## config.mk

```make
export PLATFORM = sky130hd
export DESIGN_NAME = sql_array_literal_int_parser
export DESIGN_NICKNAME = d
export VERILOG_FILES = /design/src/sv/salip_pkg.sv /design/src/sv/sql_array_literal_int_parser.sv /design/src/sv/salip_front.sv /design/src/sv/salip_queue.sv /design/src/sv/salip_back.sv
export VERILOG_INCLUDE_DIRS = /design/src /design/src/sv
export SDC_FILE = /design/constraint.sdc
export NUM_CORES = 1
export LEC_CHECK = 0
export ABC_AREA = 1
export BUFFER_PORTS_ARGS = -buffer_cell sky130_fd_sc_hd__buf_2
export CORE_MARGIN = 10
export CORE_UTILIZATION = 50
export CTS_BUF_LIST = sky130_fd_sc_hd__clkbuf_8
export CTS_CLUSTER_SIZE = 24
export DETAILED_ROUTE_END_ITERATION = 16
export PLACE_DENSITY_LB_ADDON = 0.08
export SETUP_SLACK_MARGIN = 0.15
export SLEW_MARGIN = 5
export SYNTH_ARGS = -nofsm -noshare
export SYNTH_HDL_FRONTEND = slang
export SYNTH_HIERARCHICAL = 1
export SYNTH_SLANG_ARGS = --single-unit
export TNS_END_PERCENT = 5
```

## constraint.sdc

```tcl
create_clock -name clk_i -period 8 [get_ports clk_i]
set_input_delay 0.4 -clock clk_i [delete_from_list [all_inputs] [get_ports clk_i]]
set_output_delay 0.4 -clock clk_i [all_outputs]
set_load 0.01 [all_outputs]
```

## src/sv/sql_array_literal_int_parser_defines.svh

```systemverilog
// ---------------------------------------------------------------------------
// sql_array_literal_int_parser_defines: assertion macros for the array
// literal parser. Bodies are empty for synthesis.
// ---------------------------------------------------------------------------
`ifndef SQL_ARRAY_LITERAL_INT_PARSER_DEFINES_SVH
`define SQL_ARRAY_LITERAL_INT_PARSER_DEFINES_SVH

`ifndef SYNTHESIS
// same-cycle implication
`define SALIP_ASSERT_IMP(lbl, ante, cons, msg) \
  lbl: assert property (@(posedge clk_i) disable iff (!rst_ni) (ante) |-> (cons)) \
    else $error(msg);
// next-cycle implication
`define SALIP_ASSERT_NXT(lbl, ante, cons, msg) \
  lbl: assert property (@(posedge clk_i) disable iff (!rst_ni) (ante) |=> (cons)) \
    else $error(msg);
`else
`define SALIP_ASSERT_IMP(lbl, ante, cons, msg)
`define SALIP_ASSERT_NXT(lbl, ante, cons, msg)
`endif

`endif

```

## src/sv/salip_pkg.sv

```systemverilog
// ---------------------------------------------------------------------------
// salip_pkg
// Types, character codes and helpers shared by the array literal parser.
// ---------------------------------------------------------------------------
package salip_pkg;

  localparam int CFG_IDX_W = 2;

  typedef enum logic [CFG_IDX_W-1:0] {
    CFG_FILL_VALUE    = 2'd0,
    CFG_ELEMENT_COUNT = 2'd1
  } cfg_reg_e;

  typedef enum logic [1:0] {
    ST_OK        = 2'd0,
    ST_MALFORMED = 2'd1,
    ST_TOO_MANY  = 2'd2,
    ST_TOO_LONG  = 2'd3
  } status_e;

  typedef enum logic [1:0] {
    CONV_SKIP   = 2'd0,
    CONV_SIGN   = 2'd1,
    CONV_DIGITS = 2'd2,
    CONV_DONE   = 2'd3
  } conv_e;

  typedef enum logic [1:0] {
    NM_NONE = 2'd0,
    NM_N    = 2'd1,
    NM_NU   = 2'd2,
    NM_NO   = 2'd3
  } null_e;

  localparam logic KIND_VALUE  = 1'b0;
  localparam logic KIND_STATUS = 1'b1;

  // error flag bit positions
  localparam int FLAG_MALFORMED = 0;
  localparam int FLAG_TOO_MANY  = 1;
  localparam int FLAG_TOO_LONG  = 2;

  localparam logic [7:0] CH_LBRACE = 8'h7B;
  localparam logic [7:0] CH_RBRACE = 8'h7D;
  localparam logic [7:0] CH_COMMA  = 8'h2C;
  localparam logic [7:0] CH_SPACE  = 8'h20;
  localparam logic [7:0] CH_PLUS   = 8'h2B;
  localparam logic [7:0] CH_MINUS  = 8'h2D;
  localparam logic [7:0] CH_ZERO   = 8'h30;
  localparam logic [7:0] CH_NINE   = 8'h39;
  localparam logic [7:0] CH_TAB    = 8'h09;
  localparam logic [7:0] CH_CR     = 8'h0D;
  localparam logic [7:0] CH_N      = 8'h4E;
  localparam logic [7:0] CH_U      = 8'h55;

  localparam logic [63:0] MAG_MAX_POS = {1'b0, {63{1'b1}}};
  localparam logic [63:0] MAG_MAX_NEG = {1'b1, 63'd0};
  localparam logic [63:0] MUL_BASE    = 64'd922337203685477580;

  typedef struct packed {
    logic [7:0] char_in;
    logic       last_char;
  } in_t;

  typedef struct packed {
    logic               kind;
    logic signed [63:0] value_out;
    logic [15:0]        position;
    logic               is_null;
    status_e            status;
    logic               end_of_run;
  } out_t;

  // one queued command: a value, a status, or both
  typedef struct packed {
    logic        emit_val;
    logic        emit_st;
    logic        is_null;
    logic        negative;
    logic [63:0] mag;
    logic [15:0] position;
    status_e     status;
  } cmd_t;

  // largest magnitude that still takes *10 + d without passing the limit
  function automatic logic [63:0] sat_thresh(input logic neg, input logic [3:0] d);
    logic [3:0] cut;
    cut = neg ? 4'd8 : 4'd7;
    return (d > cut) ? (MUL_BASE - 64'd1) : MUL_BASE;
  endfunction

endpackage

```

## src/sv/sql_array_literal_int_parser.sv

```systemverilog
// ---------------------------------------------------------------------------
// sql_array_literal_int_parser: streaming integer array literal parser
// Takes one byte per cycle while the queue is not full and converts it
// combinationally. Results pass a QUEUE_DEPTH-command queue that absorbs
// output stalls, then the output register. A last byte ending a token gives
// a value, then a status. Reset clears parse state and both registers.
// ---------------------------------------------------------------------------
`include "sql_array_literal_int_parser_defines.svh"

module sql_array_literal_int_parser #(
  parameter int MAX_ELEMENTS = 65536,
  parameter int TOKEN_CHARS  = 24,
  parameter int QUEUE_DEPTH  = 4
) (
  input  logic                               clk_i,
  input  logic                               rst_ni,
  input  logic                               in_valid_i,
  output logic                               in_ready_o,
  input  salip_pkg::in_t                     in_data_i,
  output logic                               out_valid_o,
  input  logic                               out_ready_i,
  output salip_pkg::out_t                    out_data_o,
  input  logic                               cfg_valid_i,
  output logic                               cfg_ready_o,
  input  logic [salip_pkg::CFG_IDX_W-1:0]    cfg_index_i,
  input  logic [63:0]                        cfg_wdata_i
);

  logic [63:0]      fill_value_q;
  logic [16:0]      element_count_q;

  logic             q_push, q_full, q_valid, q_pop;
  salip_pkg::cmd_t  q_wcmd, q_rcmd;

  assign cfg_ready_o = 1'b1;

  always_ff @(posedge clk_i or negedge rst_ni) begin
    if (!rst_ni) begin
      fill_value_q    <= '0;
      element_count_q <= '0;
    end else if (cfg_valid_i) begin
      if (cfg_index_i == salip_pkg::CFG_FILL_VALUE) begin
        fill_value_q <= cfg_wdata_i;
      end else if (cfg_index_i == salip_pkg::CFG_ELEMENT_COUNT) begin
        element_count_q <= cfg_wdata_i[16:0];
      end
    end
  end

  salip_front #(
    .MAX_ELEMENTS (MAX_ELEMENTS),
    .TOKEN_CHARS  (TOKEN_CHARS)
  ) u_front (
    .clk_i           (clk_i),
    .rst_ni          (rst_ni),
    .in_valid_i      (in_valid_i),
    .in_ready_o      (in_ready_o),
    .in_data_i       (in_data_i),
    .element_count_i (element_count_q),
    .q_full_i        (q_full),
    .push_o          (q_push),
    .cmd_o           (q_wcmd)
  );

  salip_queue #(
    .DEPTH (QUEUE_DEPTH)
  ) u_queue (
    .clk_i   (clk_i),
    .rst_ni  (rst_ni),
    .push_i  (q_push),
    .cmd_i   (q_wcmd),
    .full_o  (q_full),
    .valid_o (q_valid),
    .cmd_o   (q_rcmd),
    .pop_i   (q_pop)
  );

  salip_back u_back (
    .clk_i        (clk_i),
    .rst_ni       (rst_ni),
    .q_valid_i    (q_valid),
    .q_cmd_i      (q_rcmd),
    .q_pop_o      (q_pop),
    .fill_value_i (fill_value_q),
    .out_valid_o  (out_valid_o),
    .out_ready_i  (out_ready_i),
    .out_data_o   (out_data_o)
  );

  `SALIP_ASSERT_IMP(a_no_push_when_full, q_push, !q_full, "push into full queue")
  `SALIP_ASSERT_IMP(a_pop_only_when_valid, q_pop, q_valid, "pop from empty queue")
  `SALIP_ASSERT_IMP(a_value_result_clean, out_valid_o && (out_data_o.kind == salip_pkg::KIND_VALUE), (out_data_o.status == salip_pkg::ST_OK) && !out_data_o.end_of_run, "value result carries status")
  `SALIP_ASSERT_IMP(a_null_is_fill, out_valid_o && out_data_o.is_null, out_data_o.value_out == fill_value_q, "null result differs from fill value")

endmodule

```

## src/sv/salip_front.sv

```systemverilog
// ---------------------------------------------------------------------------
// salip_front
// Takes one byte a cycle while the queue is not full, tracks tokens and
// converts digits, and pushes value and status commands into the queue.
// ---------------------------------------------------------------------------
module salip_front #(
  parameter int MAX_ELEMENTS = 65536,
  parameter int TOKEN_CHARS  = 24
) (
  input  logic             clk_i,
  input  logic             rst_ni,
  input  logic             in_valid_i,
  output logic             in_ready_o,
  input  salip_pkg::in_t   in_data_i,
  input  logic [16:0]      element_count_i,
  input  logic             q_full_i,
  output logic             push_o,
  output salip_pkg::cmd_t  cmd_o
);

  localparam int IDX_W = $clog2(MAX_ELEMENTS + 1);
  localparam int CMP_W = (IDX_W > 17) ? IDX_W : 17;
  localparam int TL_W  = $clog2(TOKEN_CHARS + 1);

  logic                 in_token_q, in_token_d;
  logic [63:0]          acc_q, acc_d;
  salip_pkg::conv_e     phase_q, phase_d;
  logic                 neg_q, neg_d;
  logic [TL_W-1:0]      tlen_q, tlen_d;
  salip_pkg::null_e     nm_q, nm_d;
  logic [IDX_W-1:0]     idx_q, idx_d;
  logic [2:0]           flags_q, flags_d;
  logic                 at_start_q, at_start_d;

  logic                 accept;
  logic [7:0]           c;
  logic                 digit, white, do_acc;
  logic [3:0]           dval;
  logic [CMP_W-1:0]     idx_ext, cnt_ext, max_ext, limit;

  assign in_ready_o = !q_full_i;
  assign accept     = in_valid_i && !q_full_i;
  assign c          = in_data_i.char_in;
  assign digit      = (c >= salip_pkg::CH_ZERO) && (c <= salip_pkg::CH_NINE);
  assign white      = (c == salip_pkg::CH_SPACE) ||
                      ((c >= salip_pkg::CH_TAB) && (c <= salip_pkg::CH_CR));
  assign dval       = 4'(c - salip_pkg::CH_ZERO);

  assign idx_ext = CMP_W'(idx_q);
  assign cnt_ext = CMP_W'(element_count_i);
  assign max_ext = CMP_W'(MAX_ELEMENTS);
  assign limit   = (cnt_ext < max_ext) ? cnt_ext : max_ext;

  always_comb begin
    in_token_d = in_token_q;
    acc_d      = acc_q;
    phase_d    = phase_q;
    neg_d      = neg_q;
    tlen_d     = tlen_q;
    nm_d       = nm_q;
    idx_d      = idx_q;
    flags_d    = flags_q;
    at_start_d = at_start_q;
    do_acc     = 1'b0;
    push_o     = 1'b0;
    cmd_o      = '0;

    if (accept) begin
      if (at_start_q && (c != salip_pkg::CH_LBRACE)) begin
        flags_d[salip_pkg::FLAG_MALFORMED] = 1'b1;
      end
      at_start_d = 1'b0;

      if ((c == salip_pkg::CH_LBRACE) || (c == salip_pkg::CH_SPACE)) begin
        // skipped
      end else if ((c == salip_pkg::CH_COMMA) || (c == salip_pkg::CH_RBRACE)) begin
        if (in_token_q) begin
          if (idx_ext < limit) begin
            push_o         = 1'b1;
            cmd_o.emit_val = 1'b1;
            cmd_o.is_null  = (nm_q == salip_pkg::NM_NU);
            cmd_o.negative = neg_q;
            cmd_o.mag      = acc_q;
            cmd_o.position = 16'(idx_ext);
            idx_d          = IDX_W'(idx_ext + CMP_W'(1));
          end else begin
            flags_d[salip_pkg::FLAG_TOO_MANY] = 1'b1;
          end
          in_token_d = 1'b0;
          acc_d      = '0;
          phase_d    = salip_pkg::CONV_SKIP;
          neg_d      = 1'b0;
          tlen_d     = '0;
          nm_d       = salip_pkg::NM_NONE;
        end
      end else begin
        in_token_d = 1'b1;
        if (tlen_q >= TL_W'(TOKEN_CHARS)) begin
          flags_d[salip_pkg::FLAG_TOO_LONG] = 1'b1;
        end else begin
          if (tlen_q == '0) begin
            nm_d = (c == salip_pkg::CH_N) ? salip_pkg::NM_N : salip_pkg::NM_NO;
          end else if (tlen_q == TL_W'(1)) begin
            nm_d = ((nm_q == salip_pkg::NM_N) && (c == salip_pkg::CH_U)) ?
                   salip_pkg::NM_NU : salip_pkg::NM_NO;
          end
          tlen_d = tlen_q + TL_W'(1);
          unique case (phase_q)
            salip_pkg::CONV_SKIP: begin
              if (white) begin
                // leading whitespace
              end else if ((c == salip_pkg::CH_PLUS) || (c == salip_pkg::CH_MINUS)) begin
                neg_d   = (c == salip_pkg::CH_MINUS);
                phase_d = salip_pkg::CONV_SIGN;
              end else begin
                phase_d = digit ? salip_pkg::CONV_DIGITS : salip_pkg::CONV_DONE;
                do_acc  = digit;
              end
            end
            salip_pkg::CONV_SIGN: begin
              phase_d = digit ? salip_pkg::CONV_DIGITS : salip_pkg::CONV_DONE;
              do_acc  = digit;
            end
            salip_pkg::CONV_DIGITS: begin
              if (digit) begin
                do_acc = 1'b1;
              end else begin
                phase_d = salip_pkg::CONV_DONE;
              end
            end
            salip_pkg::CONV_DONE: begin
            end
            default: begin
            end
          endcase
          if (do_acc) begin
            if (acc_q > salip_pkg::sat_thresh(neg_q, dval)) begin
              acc_d = neg_q ? salip_pkg::MAG_MAX_NEG : salip_pkg::MAG_MAX_POS;
            end else begin
              acc_d = (acc_q << 3) + (acc_q << 1) + 64'(dval);
            end
          end
        end
      end

      if (in_data_i.last_char) begin
        if (c != salip_pkg::CH_RBRACE) begin
          flags_d[salip_pkg::FLAG_MALFORMED] = 1'b1;
        end
        push_o        = 1'b1;
        cmd_o.emit_st = 1'b1;
        priority if (flags_d[salip_pkg::FLAG_MALFORMED]) begin
          cmd_o.status = salip_pkg::ST_MALFORMED;
        end else if (flags_d[salip_pkg::FLAG_TOO_MANY]) begin
          cmd_o.status = salip_pkg::ST_TOO_MANY;
        end else if (flags_d[salip_pkg::FLAG_TOO_LONG]) begin
          cmd_o.status = salip_pkg::ST_TOO_LONG;
        end else begin
          cmd_o.status = salip_pkg::ST_OK;
        end
        // restart for the next literal
        in_token_d = 1'b0;
        acc_d      = '0;
        phase_d    = salip_pkg::CONV_SKIP;
        neg_d      = 1'b0;
        tlen_d     = '0;
        nm_d       = salip_pkg::NM_NONE;
        idx_d      = '0;
        flags_d    = '0;
        at_start_d = 1'b1;
      end
    end
  end

  always_ff @(posedge clk_i or negedge rst_ni) begin
    if (!rst_ni) begin
      in_token_q <= 1'b0;
      acc_q      <= '0;
      phase_q    <= salip_pkg::CONV_SKIP;
      neg_q      <= 1'b0;
      tlen_q     <= '0;
      nm_q       <= salip_pkg::NM_NONE;
      idx_q      <= '0;
      flags_q    <= '0;
      at_start_q <= 1'b1;
    end else begin
      in_token_q <= in_token_d;
      acc_q      <= acc_d;
      phase_q    <= phase_d;
      neg_q      <= neg_d;
      tlen_q     <= tlen_d;
      nm_q       <= nm_d;
      idx_q      <= idx_d;
      flags_q    <= flags_d;
      at_start_q <= at_start_d;
    end
  end

endmodule

```

## src/sv/salip_queue.sv

```systemverilog
// ---------------------------------------------------------------------------
// salip_queue
// Small command FIFO between the byte front end and the result back end.
// ---------------------------------------------------------------------------
module salip_queue #(
  parameter int DEPTH = 4
) (
  input  logic             clk_i,
  input  logic             rst_ni,
  input  logic             push_i,
  input  salip_pkg::cmd_t  cmd_i,
  output logic             full_o,
  output logic             valid_o,
  output salip_pkg::cmd_t  cmd_o,
  input  logic             pop_i
);

  localparam int PTR_W = (DEPTH > 1) ? $clog2(DEPTH) : 1;
  localparam int CNT_W = $clog2(DEPTH + 1);

  salip_pkg::cmd_t   mem_q [DEPTH];
  logic [PTR_W-1:0]  wr_ptr_q, wr_ptr_d, rd_ptr_q, rd_ptr_d;
  logic [CNT_W-1:0]  count_q, count_d;
  logic              do_push, do_pop;

  assign full_o  = (count_q == CNT_W'(DEPTH));
  assign valid_o = (count_q != '0);
  assign cmd_o   = mem_q[rd_ptr_q];
  assign do_push = push_i && !full_o;
  assign do_pop  = pop_i && valid_o;

  always_comb begin
    wr_ptr_d = wr_ptr_q;
    rd_ptr_d = rd_ptr_q;
    count_d  = count_q;
    if (do_push) begin
      wr_ptr_d = (wr_ptr_q == PTR_W'(DEPTH - 1)) ? '0 : wr_ptr_q + PTR_W'(1);
    end
    if (do_pop) begin
      rd_ptr_d = (rd_ptr_q == PTR_W'(DEPTH - 1)) ? '0 : rd_ptr_q + PTR_W'(1);
    end
    if (do_push && !do_pop) begin
      count_d = count_q + CNT_W'(1);
    end else if (do_pop && !do_push) begin
      count_d = count_q - CNT_W'(1);
    end
  end

  always_ff @(posedge clk_i or negedge rst_ni) begin
    if (!rst_ni) begin
      wr_ptr_q <= '0;
      rd_ptr_q <= '0;
      count_q  <= '0;
    end else begin
      wr_ptr_q <= wr_ptr_d;
      rd_ptr_q <= rd_ptr_d;
      count_q  <= count_d;
    end
  end

  always_ff @(posedge clk_i) begin
    if (do_push) begin
      mem_q[wr_ptr_q] <= cmd_i;
    end
  end

endmodule

```

## src/sv/salip_back.sv

```systemverilog
// ---------------------------------------------------------------------------
// salip_back
// Expands queued commands into value and status results and holds them in
// the output register until transferred.
// ---------------------------------------------------------------------------
module salip_back (
  input  logic             clk_i,
  input  logic             rst_ni,
  input  logic             q_valid_i,
  input  salip_pkg::cmd_t  q_cmd_i,
  output logic             q_pop_o,
  input  logic [63:0]      fill_value_i,
  output logic             out_valid_o,
  input  logic             out_ready_i,
  output salip_pkg::out_t  out_data_o
);

  logic             out_valid_q, out_valid_d;
  salip_pkg::out_t  out_q, out_d;
  logic             val_done_q, val_done_d;
  logic             load_en;
  logic [63:0]      value;

  assign out_valid_o = out_valid_q;
  assign out_data_o  = out_q;
  assign load_en     = !out_valid_q || out_ready_i;
  assign value       = q_cmd_i.is_null ? fill_value_i :
                       (q_cmd_i.negative ? (64'd0 - q_cmd_i.mag) : q_cmd_i.mag);

  always_comb begin
    out_valid_d = out_valid_q;
    out_d       = out_q;
    val_done_d  = val_done_q;
    q_pop_o     = 1'b0;
    if (load_en) begin
      out_valid_d = q_valid_i;
      if (q_valid_i) begin
        out_d = '0;
        if (q_cmd_i.emit_val && !val_done_q) begin
          out_d.kind      = salip_pkg::KIND_VALUE;
          out_d.value_out = value;
          out_d.position  = q_cmd_i.position;
          out_d.is_null   = q_cmd_i.is_null;
          out_d.status    = salip_pkg::ST_OK;
          // keep the entry when its status still has to go out
          if (q_cmd_i.emit_st) begin
            val_done_d = 1'b1;
          end else begin
            q_pop_o = 1'b1;
          end
        end else begin
          out_d.kind       = salip_pkg::KIND_STATUS;
          out_d.status     = q_cmd_i.status;
          out_d.end_of_run = 1'b1;
          val_done_d       = 1'b0;
          q_pop_o          = 1'b1;
        end
      end
    end
  end

  always_ff @(posedge clk_i or negedge rst_ni) begin
    if (!rst_ni) begin
      out_valid_q <= 1'b0;
      val_done_q  <= 1'b0;
    end else begin
      out_valid_q <= out_valid_d;
      val_done_q  <= val_done_d;
    end
  end

  always_ff @(posedge clk_i) begin
    out_q <= out_d;
  end

endmodule
```

==> flow_summary_export.csv, run 1 <==
group,metric,value,unit
die,floorplan.initialDensity,0.508,
logic_synthesis,async_reset_ff_frac,0.303,
power,share_comb_of_total_power,0.383,
clock_network,clock_tree.root_cell,"sky130_fd_sc_hd__clkbuf_8",
grt,vias_in_the_first_global_route,28900,
die,die-area,0.0842,mm2
power,power.leakage,19.7,nW
logic_synthesis,synthesis.instances,4504,
timing,minimum_clock_period_after_layout,4.68,ns
logic_synthesis,synth-warning-count,6,
timing,max-slew-margin-rel,0.334,
power,part_of_the_total_power_dissipated_in_sequential_elements,0.377,
timing,hold_viol_final,0,
worst_setup_path,timing.critical_path.arrival,5.04,ns
logic_synthesis,ys_seq_elements,614,
clock_network,clock_insertion_delay_worst_skew,0.73,ns
timing,final.period_utilization,0.585,
drt,detail-route-antenna-nets,0,
grt,pin_count_of_the_biggest_net_entering_global_routing,107,
outcome,run_status,"finished, final reports clean",
logic_synthesis,mappedNetlistArea,0.0365,mm2
clock_network,post-cts-setup-buffer-count,0,
die,chipWidth,290,um
clock_network,clock_slew_at_reported_path_ffs,0.06,ns
finish,nets,4960,
worst_setup_path,timing.setup.critical_path_class,"register to register",
logic_synthesis,yosys.cell_types.count,52,
grt,grt_first_pass_wirelength,162000,um
logic_synthesis,synth_edf_count,428,
placement,numPlacedInstances,5496,
clock_network,tritoncts.num_buffers,103,
timing,timing.final.setup_violations,0,
clock_network,tritoncts,"done",
logic_synthesis,syn-mean-instance-area,8.10,um2
grt,global_routing_usage_summed_across_all_routing_layers,0.238,
drt,drt_first_pass_iters,6,
power,p_sw,4.59,mW
power,power_report.internal_total,6.57,mW
drt,wirelength,102000,um
timing,fin_ws,3.32,ns
worst_setup_path,setup.worst_path.start_class,"register",
worst_setup_path,critPathMaxFanout,62,
logic_synthesis,synth.net_count,4747,
placement,place_worst_setup_slack,3.32,ns
logic_synthesis,netlist.top_cell.by_area,"sky130_fd_sc_hd__edfxtp_1",
logic_synthesis,post-synth-top-count-cell,"sky130_fd_sc_hd__nand2_1",
timing,worst_pin_slew,0.998,ns
grt,grt_overflow_total,0,
timing,timing.fmax,0.214,GHz
placement,portBuffers,166,
logic_synthesis,yosys-top-cells-area,"sky130_fd_sc_hd__edfxtp_1 35%, sky130_fd_sc_hd__nand2_1 16%, sky130_fd_sc_hd__dfrtp_1 13%",
drt,detail_route.wl_per_cell,17.8,um
die,fp-row-count,98,
placement,dp_hpwl,74300,um
job,maxCapViolations,0,
drt,drcViolationCount,0,
grt,initial_antenna_violation_count,1,
drt,first_iter_violations,2230,
power,vdd_ir_drop_max,0.169,mV
clock_network,h_tree_depth,3,
timing,slew_violations,0,
logic_synthesis,yosys.area.top_type_share,0.352,
finish,syn_to_final_growth,10.9,%
worst_hold_path,hold_path_class,"input pin to register",
logic_synthesis,synth_top_flop_cell,"sky130_fd_sc_hd__edfxtp_1",
clock_network,cts_sinks,614,
finish,fin_cells,5753,
drt,detail_route.vias_per_cell,5.17,
finish,share_of_cells_above_drive_strength_1,0.0927,
drt,vias,29700,
die,core_region_area,0.0719,mm2
die,fp.dieH,290,um
clock_network,cts_resized,0,
timing,grt_setup_unrepaired,"no",
worst_setup_path,critPathRequiredTime,8.36,ns
logic_synthesis,synth_commonest_cells,"1537 x sky130_fd_sc_hd__nand2_1, 696 x sky130_fd_sc_hd__inv_1, 441 x sky130_fd_sc_hd__nor2_1",
power,clkPwrFrac,0.240,
clock_network,cts_max_path_buffers,3,
power,power.switching_fraction,0.412,
timing,tns,0,ns
placement,gp_congestion,0.993,
die,num_io_pins,168,
logic_synthesis,yosysSeqAreaShare,0.480,
worst_setup_path,timing.critical_path.to_type,"register",
timing,fin_worst_skew,0.0561,ns
power,powerDensity,276,mW/mm2
-- cell families after synthesis --
group | Yosys count | synth area share
xor+xnor | 80 | 0.0192
other cells | 1 | 0.000103
fa+ha+maj | 163 | 0.0565
compound gates | 396 | 0.0696
flops | 614 | 0.480
buf+inv | 855 | 0.0995
simple gates | 2395 | 0.275
-- sequential cells by signal (all words and copies together), names as in the netlist, 5 cells and up --
name               flops
u_front/tlen_q         5
u_back/out_data_o     84
u_front/acc_q         64
fill_value_q          64
u_queue/mem_q        344
element_count_q       17
u_front/idx_ext       17
-- final timing paths --
check	cells after the start	endpoint	from	slack, ns
min reg2reg	2	fill_value_q[20]	fill_value_q[20]	0.47
min in group asynchronous	2	fill_value_q[50]	rst_ni	0.24
max in group asynchronous	3	u_queue/rd_ptr_q[0]	rst_ni	6.28
max reg2reg	14	u_queue/mem_q[1][46]	element_count_q[16]	3.32
min	4	u_front/at_start_q	in_valid_i	0.07
max	14	u_queue/mem_q[1][46]	element_count_q[16]	3.32
-- power by group through the flow --
| stage | registers (mW) | clock network (mW) | logic [mW] |
|---|---|---|---|
| 2_1_floorplan | 4.35 | 0 | 2.81 |
| 3_3_place_gp | 4.26 | 0 | 4.21 |
| 3_5_place_dp | 4.26 | 0 | 4.24 |
| 4_1_cts | 4.20 | 2.75 | 4.27 |
| 5_1_grt | 4.25 | 2.89 | 4.77 |
| 6_report | 4.20 | 2.68 | 4.28 |
-- layout by cell type, fill, tap and decap left out, types with 53 or more instances in the layout --
cell,n
sky130_fd_sc_hd__nor2_1,436
sky130_fd_sc_hd__dlygate4sd3_1,66
sky130_fd_sc_hd__dfrtp_1,183
sky130_fd_sc_hd__edfxtp_1,428
sky130_fd_sc_hd__o211ai_1,172
sky130_fd_sc_hd__nand3_1,212
sky130_fd_sc_hd__nand4_1,53
sky130_fd_sc_hd__o21ai_0,90
sky130_fd_sc_hd__nand2_1,1535
sky130_fd_sc_hd__buf_2,164
sky130_fd_sc_hd__a21oi_1,103
sky130_fd_sc_hd__ha_1,160
sky130_fd_sc_hd__clkbuf_8,114
sky130_fd_sc_hd__inv_1,734
-- what timing repair did --
action,4_1_cts,5_1_grt
hold buffers,66,0
hold endpoints to repair,136,0
endpoints found under the setup margin,0,0
-- critical path: stages, from the launching register on --
cell,delay [ns]
sky130_fd_sc_hd__dfrtp_1,0.35
sky130_fd_sc_hd__clkinv_1,0.38
sky130_fd_sc_hd__nand2_1,0.18
sky130_fd_sc_hd__ha_1,0.26
sky130_fd_sc_hd__a21oi_1,0.14
sky130_fd_sc_hd__o21ai_0,0.10
sky130_fd_sc_hd__nand2_1,0.07
sky130_fd_sc_hd__nand3_1,0.06
sky130_fd_sc_hd__nand2_1,0.06
sky130_fd_sc_hd__nand3_1,0.26
sky130_fd_sc_hd__nand3b_1,0.29
sky130_fd_sc_hd__nand2_1,0.46
sky130_fd_sc_hd__nand2_1,0.45
sky130_fd_sc_hd__nor2_4,0.76
sky130_fd_sc_hd__buf_12,0.39
-- routing by layer --
layer	GRT usage	part of all wire	vias up
li1	-	-	14900
met1	0.330	0.46	13800
met2	0.379	0.45	855
met3	0.0323	0.054	178
met4	0.0845	0.032	0
met5	0	0	-
-- cell type report --
cell class,instances,area (um2)
inverters,706,2650
well taps,950,1190
fillers,6886,31400
clock inverters,77,427
multi-input cells,3035,15400
repair buffers,257,1730
flip-flops and latches,614,17500
diodes,1,2.50
clock buffers,113,1560
-- metrics by stage --
stage / area, um2 / total power [mW] / util / hold WS [ns]
after floorplan: 36500 / 7.16 / - / 0.104
after global placement: 37800 / 8.47 / 0.526 / 0.446
after detailed placement: 37800 / 8.50 / 0.526 / 0.445
after CTS: 40400 / 11.2 / 0.563 / 0.0108
after global routing: 40500 / 11.9 / 0.563 / 0.0495
final: 40500 / 11.2 / 0.563 / 0.0674
Power figures use the tool's default switching activity.
==> inputs of run 2 (changes only) <==
Clock period 8 ns to 4.77 ns, I/O delays scaled along.
==> run 2 against run 1 <==
  * Sequential share of layout area down 0.66 points
  * Via count rose by 0.37%
  * Core utilization rose by 0.87 points
  * Worst hold slack improved by 0.0027 ns
  * Sequential power is 69% higher
  * Cell area up 1.5%
  * Critical path type is now input pin to register
  * Highest routed layer unchanged
  * Combinational power increased by 68%
  * Final cell count grew 0.87%
  * Routed wire length fell by 0.41%
  * Largest cell class unchanged
  * Global-route usage down 0.11 points
==> flow_summary_export.csv, run 2 (same netlist as run 1, synthesis figures left out) <==
group,metric,value,unit
outcome,run_status,"finished, final reports clean",
placement,dp_hpwl,73500,um
die,fp.dieH,290,um
worst_setup_path,timing.setup.critical_path_class,"input pin to register",
clock_network,clock_insertion_delay_worst_skew,0.71,ns
timing,timing.fmax,0.237,GHz
timing,timing.final.setup_violations,0,
die,core_region_area,0.0719,mm2
finish,layout.cells.most_common_list,"1535 x sky130_fd_sc_hd__nand2_1, 730 x sky130_fd_sc_hd__inv_1, 436 x sky130_fd_sc_hd__nor2_1",
worst_setup_path,critPathMaxFanout,24,
drt,drt_first_pass_iters,6,
clock_network,clock_tree.root_cell,"sky130_fd_sc_hd__clkbuf_8",
finish,multi_input_area,0.0154,mm2
drt,detail_route.vias_per_cell,5.14,
worst_hold_path,hold_path_class,"input pin to register",
die,chipWidth,290,um
clock_network,cts_max_path_buffers,3,
grt,vias_in_the_first_global_route,28900,
job,maxCapViolations,0,
worst_setup_path,critPathRequiredTime,5.13,ns
finish,syn_to_final_growth,12.6,%
clock_network,h_tree_depth,3,
finish,post-route-util,0.572,
timing,worst_pin_slew,1.00,ns
power,vdd_ir_drop_max,0.320,mV
power,powerDensity,461,mW/mm2
finish,largest_register_ffs,344,
worst_setup_path,timing.critical_path.to_type,"register",
grt,global_routing_usage_summed_across_all_routing_layers,0.237,
placement,gp_congestion,0.982,
timing,final.hold.worst_slack,0.0701,ns
drt,wirelength,102000,um
clock_network,tritoncts,"done",
timing,hold_viol_final,0,
placement,portBuffers,166,
timing,minimum_clock_period_after_layout,4.22,ns
power,power.leakage,19.9,nW
die,floorplan.initialDensity,0.508,
worst_setup_path,timing.critical_path.arrival,4.58,ns
clock_network,post-cts-setup-buffer-count,0,
clock_network,tritoncts.num_buffers,105,
grt,grt_first_pass_wirelength,161000,um
grt,pin_count_of_the_biggest_net_entering_global_routing,97,
drt,drcViolationCount,0,
finish,regMostFlops,"u_queue/mem_q",
timing,fin_worst_skew,0.0549,ns
placement,place_worst_setup_slack,0.826,ns
die,die-area,0.0842,mm2
worst_setup_path,setup.worst_path.start_class,"input pin",
finish,total_area_of_sequential_cells,0.0175,mm2
timing,final.period_utilization,0.885,
drt,vias,29900,
timing,slew_violations,0,
timing,grt_setup_unrepaired,"no",
finish,mostFrequentLayoutCell,"sky130_fd_sc_hd__nand2_1",
die,fp-row-count,98,
finish,nets,5005,
timing,max-slew-margin-rel,0.331,
finish,nFillCells,6686,
timing,fin_ws,0.547,ns
clock_network,clock_slew_at_reported_path_ffs,0.06,ns
timing,tns,0,ns
grt,grt_overflow_total,0,
grt,initial_antenna_violation_count,1,
clock_network,cts_sinks,614,
drt,first_iter_violations,2058,
drt,detail-route-antenna-nets,0,
drt,detail_route.wl_per_cell,17.5,um
die,num_io_pins,168,
finish,share_of_cells_above_drive_strength_1,0.0981,
==> run 2: cell types whose count changed in the layout (fill, tap and decap cells not counted), sizes merged, moves of 3 or more <==
cell,change
clkbuf,+6
clkinvlp,+3
dlygate4sd3,+26
inv,-5
buf,+17
==> run 2: worst paths after layout <==
check                                    start                    to  slack (ns)  cells after the start
setup / recovery                  in_data_i[7]  u_queue/mem_q[3][45]        0.55                     17
setup reg to reg           element_count_q[16]  u_queue/mem_q[3][45]        0.73                     14
hold reg to reg               fill_value_q[23]      fill_value_q[23]        0.46                      2
min in group asynchronous               rst_ni      fill_value_q[32]        0.18                      2
max in group asynchronous               rst_ni   u_queue/rd_ptr_q[0]        3.50                      3
hold / removal                    in_data_i[4]       u_front/nm_q[0]        0.07                      5
==> run 2: layer usage <==
| layer | part of all wire | global-route usage |
|---|---|---|
| met3 | 0.050 | 0.0291 |
| met1 | 0.47 | 0.330 |
| met5 | 0 | 0 |
| met2 | 0.45 | 0.377 |
| met4 | 0.033 | 0.0853 |
==> run 2: timing repair <==
item,CTS,global route
hold buffers,92,0
endpoints found under the setup margin,0,0
resized for setup,0,0
hold endpoints to repair,190,0
==> run 2: cell type report <==
class                   instances  share of cell area
multi-input cells            3035               0.374
repair buffers                300              0.0552
well taps                     950              0.0289
clock buffers                 119              0.0399
diodes                          2            0.000122
clock inverters                77              0.0104
flip-flops and latches        614               0.426
inverters                     706              0.0646
==> run 2: critical path: stages <==
cell,delay [ns]
sky130_fd_sc_hd__dlygate4sd3_1,0.53
sky130_fd_sc_hd__buf_2,0.12
sky130_fd_sc_hd__nor2_1,0.15
sky130_fd_sc_hd__dlygate4sd3_1,0.58
sky130_fd_sc_hd__nand3_1,0.07
sky130_fd_sc_hd__dlygate4sd3_1,0.57
sky130_fd_sc_hd__inv_2,0.08
sky130_fd_sc_hd__nand4_1,0.10
sky130_fd_sc_hd__nand2_2,0.14
sky130_fd_sc_hd__inv_1,0.11
sky130_fd_sc_hd__nor2_1,0.21
sky130_fd_sc_hd__nand3b_1,0.13
sky130_fd_sc_hd__nand2_1,0.07
sky130_fd_sc_hd__buf_4,0.23
sky130_fd_sc_hd__nand2_1,0.31
sky130_fd_sc_hd__nor2_4,0.63
sky130_fd_sc_hd__buf_12,0.28
==> run 2: power by group <==
part           switching, mW  internal (mW)
clock                   2.21           2.45
sequential             0.397           6.69
combinational           5.06           2.14
==> run 2: through the flow <==
step                      area [um2]  cells  power, mW
after floorplan                36500   4504       12.0
after global placement         38100   5513       14.3
after detailed placement       38100   5513       14.3
after CTS                      41100   5801       19.1
after global routing           41100   5803       20.2
final                          41100   5803       18.9
